--- src/hdl/zop_pkg.sv ---
// shared types, character codes and status codes for the zoned overpunch converter
package zop_pkg;

   // default magnitude range in bits, sign included
   localparam int VALUE_WIDTH_DEFAULT = 64;
   // fixed width of the result value field
   localparam int OUT_WIDTH = 64;
   localparam int STATUS_WIDTH = 2;

   // result status codes
   localparam logic [STATUS_WIDTH-1:0] STATUS_OK       = 2'd0;
   localparam logic [STATUS_WIDTH-1:0] STATUS_BAD_CHAR = 2'd1;
   localparam logic [STATUS_WIDTH-1:0] STATUS_OVERFLOW = 2'd2;

   // character codes
   localparam logic [7:0] CH_SPACE    = 8'h20;
   localparam logic [7:0] CH_ZERO     = 8'h30;
   localparam logic [7:0] CH_NINE     = 8'h39;
   localparam logic [7:0] CH_POS_ZERO = 8'h7B;
   localparam logic [7:0] CH_NEG_ZERO = 8'h7D;
   localparam logic [7:0] CH_POS_ONE  = 8'h41;
   localparam logic [7:0] CH_POS_NINE = 8'h49;
   localparam logic [7:0] CH_NEG_ONE  = 8'h4A;
   localparam logic [7:0] CH_NEG_NINE = 8'h52;
   localparam int RADIX = 10;

   // one input beat
   typedef struct packed {
      logic [7:0] char_in;
      logic       is_first;
      logic       is_last;
   } req_data_type;

   // one result beat
   typedef struct packed {
      logic signed [OUT_WIDTH-1:0] value;
      logic [STATUS_WIDTH-1:0]     status;
   } rsp_data_type;

   // classification of one character
   typedef struct packed {
      logic       is_digit;
      logic       is_space;
      logic       last_ok;
      logic       last_neg;
      logic [3:0] digit;
      logic [3:0] last_digit;
   } char_class_type;

endpackage

--- src/hdl/zop_char_class.sv ---
// character classifier: plain digits, blanks and overpunched sign characters
module zop_char_class (
   input  logic [7:0]              char_in,
   output zop_pkg::char_class_type char_class
);

   logic [7:0] pos_off;
   logic [7:0] neg_off;
   logic       is_pos_letter;
   logic       is_neg_letter;

   // offsets into the overpunch letter ranges
   assign pos_off = char_in - zop_pkg::CH_POS_ONE + 8'd1;
   assign neg_off = char_in - zop_pkg::CH_NEG_ONE + 8'd1;
   assign is_pos_letter = (char_in >= zop_pkg::CH_POS_ONE) && (char_in <= zop_pkg::CH_POS_NINE);
   assign is_neg_letter = (char_in >= zop_pkg::CH_NEG_ONE) && (char_in <= zop_pkg::CH_NEG_NINE);

   // plain digit and blank, then the sign-carrying last character
   always_comb begin
      char_class.is_digit   = (char_in >= zop_pkg::CH_ZERO) && (char_in <= zop_pkg::CH_NINE);
      char_class.is_space   = (char_in == zop_pkg::CH_SPACE);
      char_class.digit      = char_in[3:0];
      char_class.last_ok    = 1'b1;
      char_class.last_neg   = 1'b0;
      char_class.last_digit = 4'd0;
      priority if (char_in == zop_pkg::CH_POS_ZERO) begin
         char_class.last_digit = 4'd0;
      end else if (char_in == zop_pkg::CH_NEG_ZERO) begin
         char_class.last_neg = 1'b1;
      end else if (is_pos_letter) begin
         char_class.last_digit = pos_off[3:0];
      end else if (is_neg_letter) begin
         char_class.last_neg   = 1'b1;
         char_class.last_digit = neg_off[3:0];
      end else if ((char_in >= zop_pkg::CH_ZERO) && (char_in <= zop_pkg::CH_NINE)) begin
         char_class.last_digit = char_in[3:0];
      end else begin
         char_class.last_ok = 1'b0;
      end
   end

endmodule

--- src/hdl/zop_accum.sv ---
// field state and the times-ten-plus-digit step, with the final result
module zop_accum #(
   parameter int VALUE_WIDTH = zop_pkg::VALUE_WIDTH_DEFAULT
) (
   input  logic                    clock,
   input  logic                    reset,
   input  logic                    enable,
   input  zop_pkg::req_data_type   item,
   input  zop_pkg::char_class_type char_class,
   output zop_pkg::rsp_data_type   result
);

   localparam int ACC_W = VALUE_WIDTH - 1;
   localparam int SUM_W = ACC_W + 4;
   localparam int PAD_W = zop_pkg::OUT_WIDTH - ACC_W;
   localparam logic [SUM_W-1:0] MAX_MAG = {{4{1'b0}}, {ACC_W{1'b1}}};

   logic [ACC_W-1:0] acc_ff, acc_in;
   logic             bad_ff, bad_in;
   logic             ovf_ff, ovf_in;
   logic             fwb_ff, fwb_in;
   logic             ds_ff, ds_in;

   logic [ACC_W-1:0] cur_acc;
   logic             cur_bad, cur_ovf, cur_fwb, cur_ds;
   logic [3:0]       step_digit;
   logic [SUM_W-1:0] acc_wide;
   logic [SUM_W-1:0] sum;
   logic             sum_ovf;
   logic [zop_pkg::OUT_WIDTH-1:0] mag_ext;

   // a first-flagged character starts from a clean field
   always_comb begin
      if (item.is_first) begin
         cur_acc = '0;
         cur_bad = 1'b0;
         cur_ovf = 1'b0;
         cur_fwb = char_class.is_space;
         cur_ds  = 1'b0;
      end else begin
         cur_acc = acc_ff;
         cur_bad = bad_ff;
         cur_ovf = ovf_ff;
         cur_fwb = fwb_ff;
         cur_ds  = ds_ff;
      end
   end

   // acc * 10 + digit as shift-add, checked against the largest magnitude
   assign step_digit = item.is_last ? char_class.last_digit : char_class.digit;
   assign acc_wide   = {{4{1'b0}}, cur_acc};
   assign sum        = (acc_wide << 3) + (acc_wide << 1) + {{(SUM_W-4){1'b0}}, step_digit};
   assign sum_ovf    = (sum > MAX_MAG);

   // next state: the last character always returns the field to clean
   always_comb begin
      acc_in = cur_acc;
      bad_in = cur_bad;
      ovf_in = cur_ovf;
      fwb_in = cur_fwb;
      ds_in  = cur_ds;
      if (item.is_last) begin
         acc_in = '0;
         bad_in = 1'b0;
         ovf_in = 1'b0;
         fwb_in = 1'b0;
         ds_in  = 1'b0;
      end else if (char_class.is_digit) begin
         ds_in = 1'b1;
         if (!cur_ovf) begin
            if (sum_ovf) begin
               ovf_in = 1'b1;
               acc_in = '0;
            end else begin
               acc_in = sum[ACC_W-1:0];
            end
         end
      end else if (!(char_class.is_space && !cur_ds)) begin
         bad_in = 1'b1;
      end
   end

   // result for a last character
   assign mag_ext = {{PAD_W{1'b0}}, sum[ACC_W-1:0]};
   always_comb begin
      result.value  = '0;
      result.status = zop_pkg::STATUS_OK;
      priority if (cur_fwb && char_class.is_space) begin
         result.status = zop_pkg::STATUS_OK;
      end else if (cur_bad || !char_class.last_ok) begin
         result.status = zop_pkg::STATUS_BAD_CHAR;
      end else if (cur_ovf || sum_ovf) begin
         result.status = zop_pkg::STATUS_OVERFLOW;
      end else begin
         result.value = char_class.last_neg ? -mag_ext : mag_ext;
      end
   end

   // field state registers
   always_ff @(posedge clock) begin
      if (reset) begin
         acc_ff <= '0;
         bad_ff <= 1'b0;
         ovf_ff <= 1'b0;
         fwb_ff <= 1'b0;
         ds_ff  <= 1'b0;
      end else if (enable) begin
         acc_ff <= acc_in;
         bad_ff <= bad_in;
         ovf_ff <= ovf_in;
         fwb_ff <= fwb_in;
         ds_ff  <= ds_in;
      end
   end

endmodule

--- src/hdl/zoned_overpunch_to_integer_top.sv ---
// top level: input register, classifier and accumulator, result register
// result path: a last-flagged beat in the input register is loaded into the result register
// once no earlier result waits there under rsp_stall, and shows on rsp from that register
// throughput: one character per cycle, set by the combinational multiply-by-ten-and-add
// a result waiting under rsp_stall blocks only a last-flagged beat, not other characters
// reset: synchronous, clears the field state and both valid flags
module zoned_overpunch_to_integer_top #(
   parameter int VALUE_WIDTH = zop_pkg::VALUE_WIDTH_DEFAULT
) (
   input  logic                  clock,
   input  logic                  reset,
   input  logic                  req_valid,
   output logic                  req_stall,
   input  zop_pkg::req_data_type req_data,
   output logic                  rsp_valid,
   input  logic                  rsp_stall,
   output zop_pkg::rsp_data_type rsp_data
);

   logic                    in_valid_ff, in_valid_in;
   zop_pkg::req_data_type   in_data_ff;
   logic                    out_valid_ff, out_valid_in;
   zop_pkg::rsp_data_type   out_data_ff;
   zop_pkg::char_class_type char_class;
   zop_pkg::rsp_data_type   result;
   logic                    out_free;
   logic                    advance;
   logic                    accept;
   logic                    load;

   // handshake
   assign out_free  = !out_valid_ff || !rsp_stall;
   assign advance   = in_valid_ff && (!in_data_ff.is_last || out_free);
   assign load      = advance && in_data_ff.is_last;
   assign req_stall = in_valid_ff && !advance;
   assign accept    = req_valid && !req_stall;

   assign in_valid_in  = accept || (in_valid_ff && !advance);
   assign out_valid_in = load || (out_valid_ff && rsp_stall);

   zop_char_class u_char_class (
      .char_in    (in_data_ff.char_in),
      .char_class (char_class)
   );

   zop_accum #(
      .VALUE_WIDTH (VALUE_WIDTH)
   ) u_accum (
      .clock      (clock),
      .reset      (reset),
      .enable     (advance),
      .item       (in_data_ff),
      .char_class (char_class),
      .result     (result)
   );

   // valid flags
   always_ff @(posedge clock) begin
      if (reset) begin
         in_valid_ff  <= 1'b0;
         out_valid_ff <= 1'b0;
      end else begin
         in_valid_ff  <= in_valid_in;
         out_valid_ff <= out_valid_in;
      end
   end

   // payload registers
   always_ff @(posedge clock) begin
      if (accept) begin
         in_data_ff <= req_data;
      end
      if (load) begin
         out_data_ff <= result;
      end
   end

   assign rsp_valid = out_valid_ff;
   assign rsp_data  = out_data_ff;

endmodule

--- config.mk ---
export PLATFORM = sky130hd
export DESIGN_NAME = zoned_overpunch_to_integer_top
export DESIGN_NICKNAME = d
export VERILOG_FILES = /design/src/hdl/zop_pkg.sv /design/src/hdl/zop_char_class.sv /design/src/hdl/zop_accum.sv /design/src/hdl/zoned_overpunch_to_integer_top.sv
export SDC_FILE = /design/constraint.sdc
export NUM_CORES = 1
export LEC_CHECK = 0
export BUFFER_PORTS_ARGS = -buffer_cell sky130_fd_sc_hd__buf_4
export CORE_UTILIZATION = 36
export DETAILED_ROUTE_END_ITERATION = 10
export PLACE_DENSITY = 0.63
export SYNTH_ARGS = -nofsm -noshare
export SYNTH_HDL_FRONTEND = slang
export SYNTH_HIERARCHICAL = 1
export SYNTH_SLANG_ARGS = --single-unit
--- constraint.sdc ---
create_clock -name clock -period 8 [get_ports clock]
set_clock_uncertainty 0.15 [all_clocks]
set_input_delay 1.2 -clock clock [delete_from_list [all_inputs] [get_ports clock]]
set_output_delay 1.2 -clock clock [all_outputs]
set_load 0.01 [all_outputs]
==> results of run 1 <==
[logic make-up after synthesis]
| group | after synthesis | synth area share (%) |
|---|---|---|
| adder cells (fa/ha/maj) | 133 | 12.8 |
| AO/OA/AOI/OAI | 451 | 23.2 |
| multiplexers | 15 | 1.19 |
| buffers and inverters | 111 | 3.91 |
| XOR/XNOR | 110 | 7.52 |
| flip-flops | 145 | 28.2 |
| AND/OR/NAND/NOR | 594 | 23.1 |
[sequential cells by signal, summed over array words and instances (netlist names)]
register	cells
u_accum/ovf_ff	1
u_accum/ds_ff	1
u_accum/acc_ff	63
rsp_data	66
in_valid_ff	1
rsp_valid	1
in_data_ff	10
u_accum/fwb_ff	1
u_accum/bad_ff	1
[placed cells by master (no fill, tap or decap), types with 67 or more instances in the layout]
master	netlist	final
a21oi_1	99	97
nor2b_1	72	72
o21ai_0	115	114
dfxtp_1	69	69
ha_1	132	132
nand2_1	147	147
xnor2_1	67	67
buf_4	6	114
edfxtp_1	76	76
nor2_1	156	155
[worst max-delay path: stages, from the launching register on]
cell      delay (ps)
edfxtp_1         490
inv_1            120
ha_1             220
or3_1            380
a32oi_2          230
nor3_1            90
a221o_1          340
mux2_2           270
ha_1             270
ha_1             240
fa_1             420
a21o_1           230
a311o_1          400
a32oi_2          270
a211oi_2         170
o2111a_1         270
a211oi_1         670
nand4b_1         200
nor4_1           520
nand4_1          170
or4_4            490
and2_1           260
buf_4            270
a32o_1           290
[cell usage after synthesis (25+ instances only)]
cell / number
nor2_1: 156
a32o_1: 26
clkbuf_1: 44
nand3_1: 29
a21o_1: 32
o21ai_0: 115
xor2_1: 41
dfxtp_1: 69
buf_2: 32
a21oi_1: 99
nand2_1: 147
nor2b_1: 72
xnor2_1: 67
ha_1: 132
nor3_1: 26
inv_1: 25
edfxtp_1: 76
nand4_1: 51
[per-stage QoR]
| stage | instances | utilization [%] | setup WS [ps] |
|---|---|---|---|
| floorplan | 1559 | - | 1340 |
| global placement | 2050 | 39.7 | 690 |
| detailed placement | 2050 | 39.7 | 513 |
| CTS | 2082 | 41.3 | 505 |
| global route | 2082 | 41.3 | 66.0 |
| finish | 2082 | 41.3 | 428 |
[power breakdown]
| group | switching [mW] | internal (mW) | leakage [nW] |
|---|---|---|---|
| logic | 0.0698 | 0.0353 | 4.39 |
| clock network | 0.385 | 0.414 | 0.270 |
| registers | 0.00688 | 0.787 | 1.37 |
[cell type report]
class | instances | area, um2 | area share, %
clock buffers | 18 | 429 | 2.92
clock inverters | 14 | 139 | 0.946
well taps | 461 | 577 | 3.93
repair buffers | 116 | 896 | 6.10
flip-flops and latches | 145 | 3660 | 25.0
inverters | 25 | 93.8 | 0.639
multi-input cells | 1303 | 8880 | 60.5
[routing by layer]
metal / GRT usage (%) / vias up / wire length [um]
met1: 31.2 / 5977 / 19000
met2: 37.1 / 513 / 19300
met4: 9.24 / 0 / 1500
met3: 4.07 / 87 / 3060
li1: - / 5934 / -
met5: 0 / - / 0
[worst max path at each step]
stage	from	end	depth (start not counted)
after CTS	in_data_ff[2]	u_accum/acc_ff[30]	23
after floorplan	in_data_ff[2]	u_accum/acc_ff[2]	24
final	in_data_ff[2]	u_accum/acc_ff[31]	23
after detailed placement	in_data_ff[2]	u_accum/acc_ff[26]	23
after global routing	in_data_ff[3]	u_accum/acc_ff[37]	23
after global placement	in_data_ff[2]	u_accum/acc_ff[26]	23
==> metrics.txt, run 1 <==
first-pass GRT wire length=65700 um; Placed Area=14100 um2; Area contributors post-synth=edfxtp_1, ha_1, dfxtp_1; final worst path period share=94.6%; Post CTS Setup Buffer Count=0; Remaining Overflow, GRT=0; Yosys reg bits=145; Post-DP HPWL=33500 um; Vias/cell=6.01; Design Area, Final=14700 um2; Pre-Repair DR Iteration Count=5; maximum clock rate=132 MHz; Final Setup Violations=0; outcome=complete, no violations; CTS Buf Count=17; post-CTS sizing=0; worst skew pair latency=450 ps; r2r endpoint=u_accum/acc_ff[31]; Seq/Total Area, Yosys=28.2%; fin. max-slew vios=0; Cell variety after synth=97; Post-Syn Area=13000 um2; Worst setup EP type=register; First DRT Iteration DRCs=1087; Post-synth EDFFs=76; worst hold margin=297 ps; most common flop cell mapped by yosys=edfxtp_1; Async S/R FF share, synth=0%; crit path max fanout=23; Worst Hold Depth=2; GP Congestion=0.953; final total power=1.70 mW; routed wire length per instance=20.6 um; width of the die=192 um; CP Launch Type=register; initial antenna violation count=0; Sink Count=145; r2r startpoint=in_data_ff[2]; Hold Path Class=reg2reg; PD cells=116 nW/um2; drt total wl=42900 um; Inserted Diodes=0; CP Class=reg2reg; worst r2r path cells=23; worst-margin pin slew=1010 ps; CTS tree=built; input/output buffers=81; Filler cells=3586; cts hold-fix bufs=0; count of warnings emitted by yosys=6; io pins=82; syn_nets=1706; Peak VDD IR=0.136 mV; relative slew slack=31.8%; Avg Cell Area, Syn=8.35 um2; CTS root buffer=clkbuf_16; worst reg-to-reg setup slack=430 ps; RSZ-0062 raised after global routing=no; Worst EP required=8190 ps; GR Util All Layers=23.3%; CTS H-Tree Depth=4; Final ANT Viol Nets=0; # rows=69; final hold vios=0; Synth Instances=1559; Max clock buf depth=2; nets@finish=1755; area leader, netlist=edfxtp_1; largest net degree at the start of global routing=67; fin crit period=7570 ps; vias=12.5k; vias in the first global route=11.7k; Synth-to-Final Area Change=12.8%; core area=35600 um2; Hold Path End=u_accum/acc_ff[38]; clock-pin slew on the worst setup and hold paths=80 ps; Worst Hold Launch=u_accum/acc_ff[38]; top cell type's share of synthesized area=17.5%; die area=36900 um2; leakage=6.03 nW; max cap viols=0; Chip Height=192 um; Critical Path AT=7760 ps; share of cells above drive strength 1=12.5%; Initial Util=36.6%; Setup TNS=0 ps; DRC=0
(Power assumes the default switching activity.)
==> run 2, diff against run 1 <==
Settings changed: CORE_MARGIN set to 3, GPL_TIMING_DRIVEN set to 0.
==> run 2 against run 1 <==
  * Fmax shrank 1.6%
  * Critical endpoint is now u_accum/acc_ff[21]
  * Critical path depth is the same
  * Via count up 2.0%
  * Register-to-register slack worse by 120 ps
  * Clock-buffer cell count unchanged
  * Sequential power barely moved
  * Utilization is 1.1 points higher
  * Sequential share of layout area down 0.28 points
  * Total power is 0.27% lower
  * Hold slack worse by 1.3 ps
  * Global-route usage is 1.1 points lower
==> metrics.txt, run 2 (synthesis results as in run 1) <==
Final Setup Violations=0 (unchanged); Worst setup EP type=register; fin. max-slew vios=0 (unchanged); Slowest-stage cell, CP=or4_4; Inserted Diodes=0 (unchanged); Hold Path Class=reg2reg; Peak VDD IR=0.192 mV (+41%); routed wire length per instance=20.5 um (-0.63%); Final WS setup=305 ps (-124 ps); Setup TNS=0 ps (unchanged); max cap viols=0 (unchanged); CP Launch Type=register; Worst EP required=8160 ps (-30 ps); initial antenna violation count=0 (unchanged); final worst path period share=96.2% (+1.5 points); final total power=1.69 mW (-0.27%); CTS root buffer=clkbuf_16; Pre-Repair DR Iteration Count=5 (unchanged); io pins=82 (unchanged); CP Buf/Inv Count=2 (unchanged); RSZ-0062 raised after global routing=no; PD cells=114 nW/um2 (-1.4%); slowest stage delay, CP=560 ps (-110 ps); Synth-to-Final Area Change=14.1%; Placed Area=14300 um2 (+1.0%); CTS Buf Count=17 (unchanged); first-pass GRT wire length=67800 um (+3.1%); outcome=complete, no violations; CTS H-Tree Depth=4 (unchanged); clock-pin slew on the worst setup and hold paths=70 ps (about the same); vias=12.8k (+2.0%); cts hold-fix bufs=0 (unchanged); GP Congestion=0.987 (+3.5%); Critical Path AT=7850 ps (+90 ps); Remaining Overflow, GRT=0 (unchanged); die area=38500 um2 (+4.2%); largest delay contributor family on the critical path=simple AND/OR/NAND/NOR gates; CP cell instances=inv_1, ha_1, or3_1, a32oi_2, nor3_1, a221o_1, mux2_2, ha_1, ha_1, fa_1, a21o_1, a311o_1, a32oi_2, a211oi_2, nor2_4, a21oi_1, xnor2_2, or4b_1, or4_1, or4_4, nand3_2, clkbuf_1, o21ai_0; DRC=0 (unchanged); width of the die=196 um (+2.1%); Post-DP HPWL=34800 um (+4.0%); Vias/cell=6.00 (-0.21%); CP most frequent cell=ha_1; maximum clock rate=130 MHz (-1.6%); commonest non-fill, non-tap cell in the layout=nor2_1; fin crit period=7700 ps (+124 ps); share of cells above drive strength 1=12.9% (+0.44 points); nets@finish=1808 (+3.0%); First DRT Iteration DRCs=1336 (+23%); Design Area, Final=14800 um2 (+1.1%); CP Class=reg2reg; worst skew pair latency=460 ps (about the same); most frequent cells in the layout=nor2_1, nand2_1, ha_1; Chip Height=196 um (+2.1%); Sink Count=145 (unchanged); drt total wl=43600 um (+1.6%); GR Util All Layers=22.3% (-1.1 points); leakage=6.15 nW (+2.0%); max reg flops=66 (unchanged); Final ANT Viol Nets=0 (unchanged); vias in the first global route=11.9k (+1.8%); crit path max fanout=10 (-57%); CTS tree=built; Max clock buf depth=2 (unchanged); core area=35100 um2 (-1.4%); worst hold margin=296 ps (-1.25 ps); relative slew slack=5.07% (-27 points); worst-margin pin slew=1410 ps (+391 ps); Initial Util=37.1% (+0.54 points); # rows=68 (-1.4%); final hold vios=0 (unchanged); post-place setup slack=-118 ps (-631 ps); largest net degree at the start of global routing=27 (-60%); input/output buffers=81 (unchanged)
[run 2: cell types whose count changed in the layout (fill, tap and decap cells not counted), moves of 2 or more]
cell      before  now
a211oi_1      16   14
a211oi_2       3    5
buf_2          0   33
buf_4        114   87
buf_6          0    4
clkbuf_1       1   41
clkbuf_2       0    3
inv_6          4    6
o311ai_0       7    5
o311ai_1       0    2
[run 2: area by class of cell]
class | instances | area [um2]
flip-flops and latches | 145 | 3660
repair buffers | 84 | 661
inverters | 25 | 93.8
plain buffers | 85 | 415
multi-input cells | 1303 | 8870
fillers | 3531 | 20200
well taps | 455 | 569
clock buffers | 18 | 429
clock inverters | 14 | 138
[run 2: routing by layer]
metal,vias up,GRT usage [%],routed length [um]
li1,6023,-,-
met1,6136,31.6,20300
met2,527,34.8,19100
met3,81,3.07,2840
met4,0,7.66,1400
met5,-,0,0
[run 2: worst reg2reg max path, stage by stage (launching register included)]
cell and delay [ps]:
edfxtp_1 480, inv_1 120, ha_1 230, or3_1 380, a32oi_2 240, nor3_1 90, a221o_1 340, mux2_2 270
ha_1 270, ha_1 240, fa_1 450, a21o_1 250, a311o_1 420, a32oi_2 310, a211oi_2 210, nor2_4 200
a21oi_1 140, xnor2_2 290, or4b_1 450, or4_1 500, or4_4 560, nand3_2 290, clkbuf_1 510, o21ai_0 160
[run 2: timing repair]
action | CTS | global route
setup endpoints to repair | 55 | 89
gates resized for setup | 2 | 8
setup buffers | 0 | 0
[run 2: where the power goes]
group          leakage [nW]  total [mW]  internal [mW]  switching [mW]
logic                  4.51       0.109         0.0368          0.0721
registers              1.37       0.794          0.787         0.00690
clock network         0.273       0.791          0.413           0.377
[run 2: final timing paths]
| path | startpoint | to | slack (ps) | depth (start not counted) |
|---|---|---|---|---|
| max | in_data_ff[2] | u_accum/acc_ff[21] | 300 | 23 |
| min | u_accum/acc_ff[57] | u_accum/acc_ff[57] | 300 | 2 |
| max reg2reg | in_data_ff[2] | u_accum/acc_ff[21] | 300 | 23 |
| min reg2reg | u_accum/acc_ff[57] | u_accum/acc_ff[57] | 300 | 2 |
[run 2: metrics by stage]
step,util (%),std cells
final,42.3,2129
after global routing,42.3,2129
after CTS,42.3,2130
after detailed placement,40.7,2098
after global placement,40.5,2095
after floorplan,-,1559
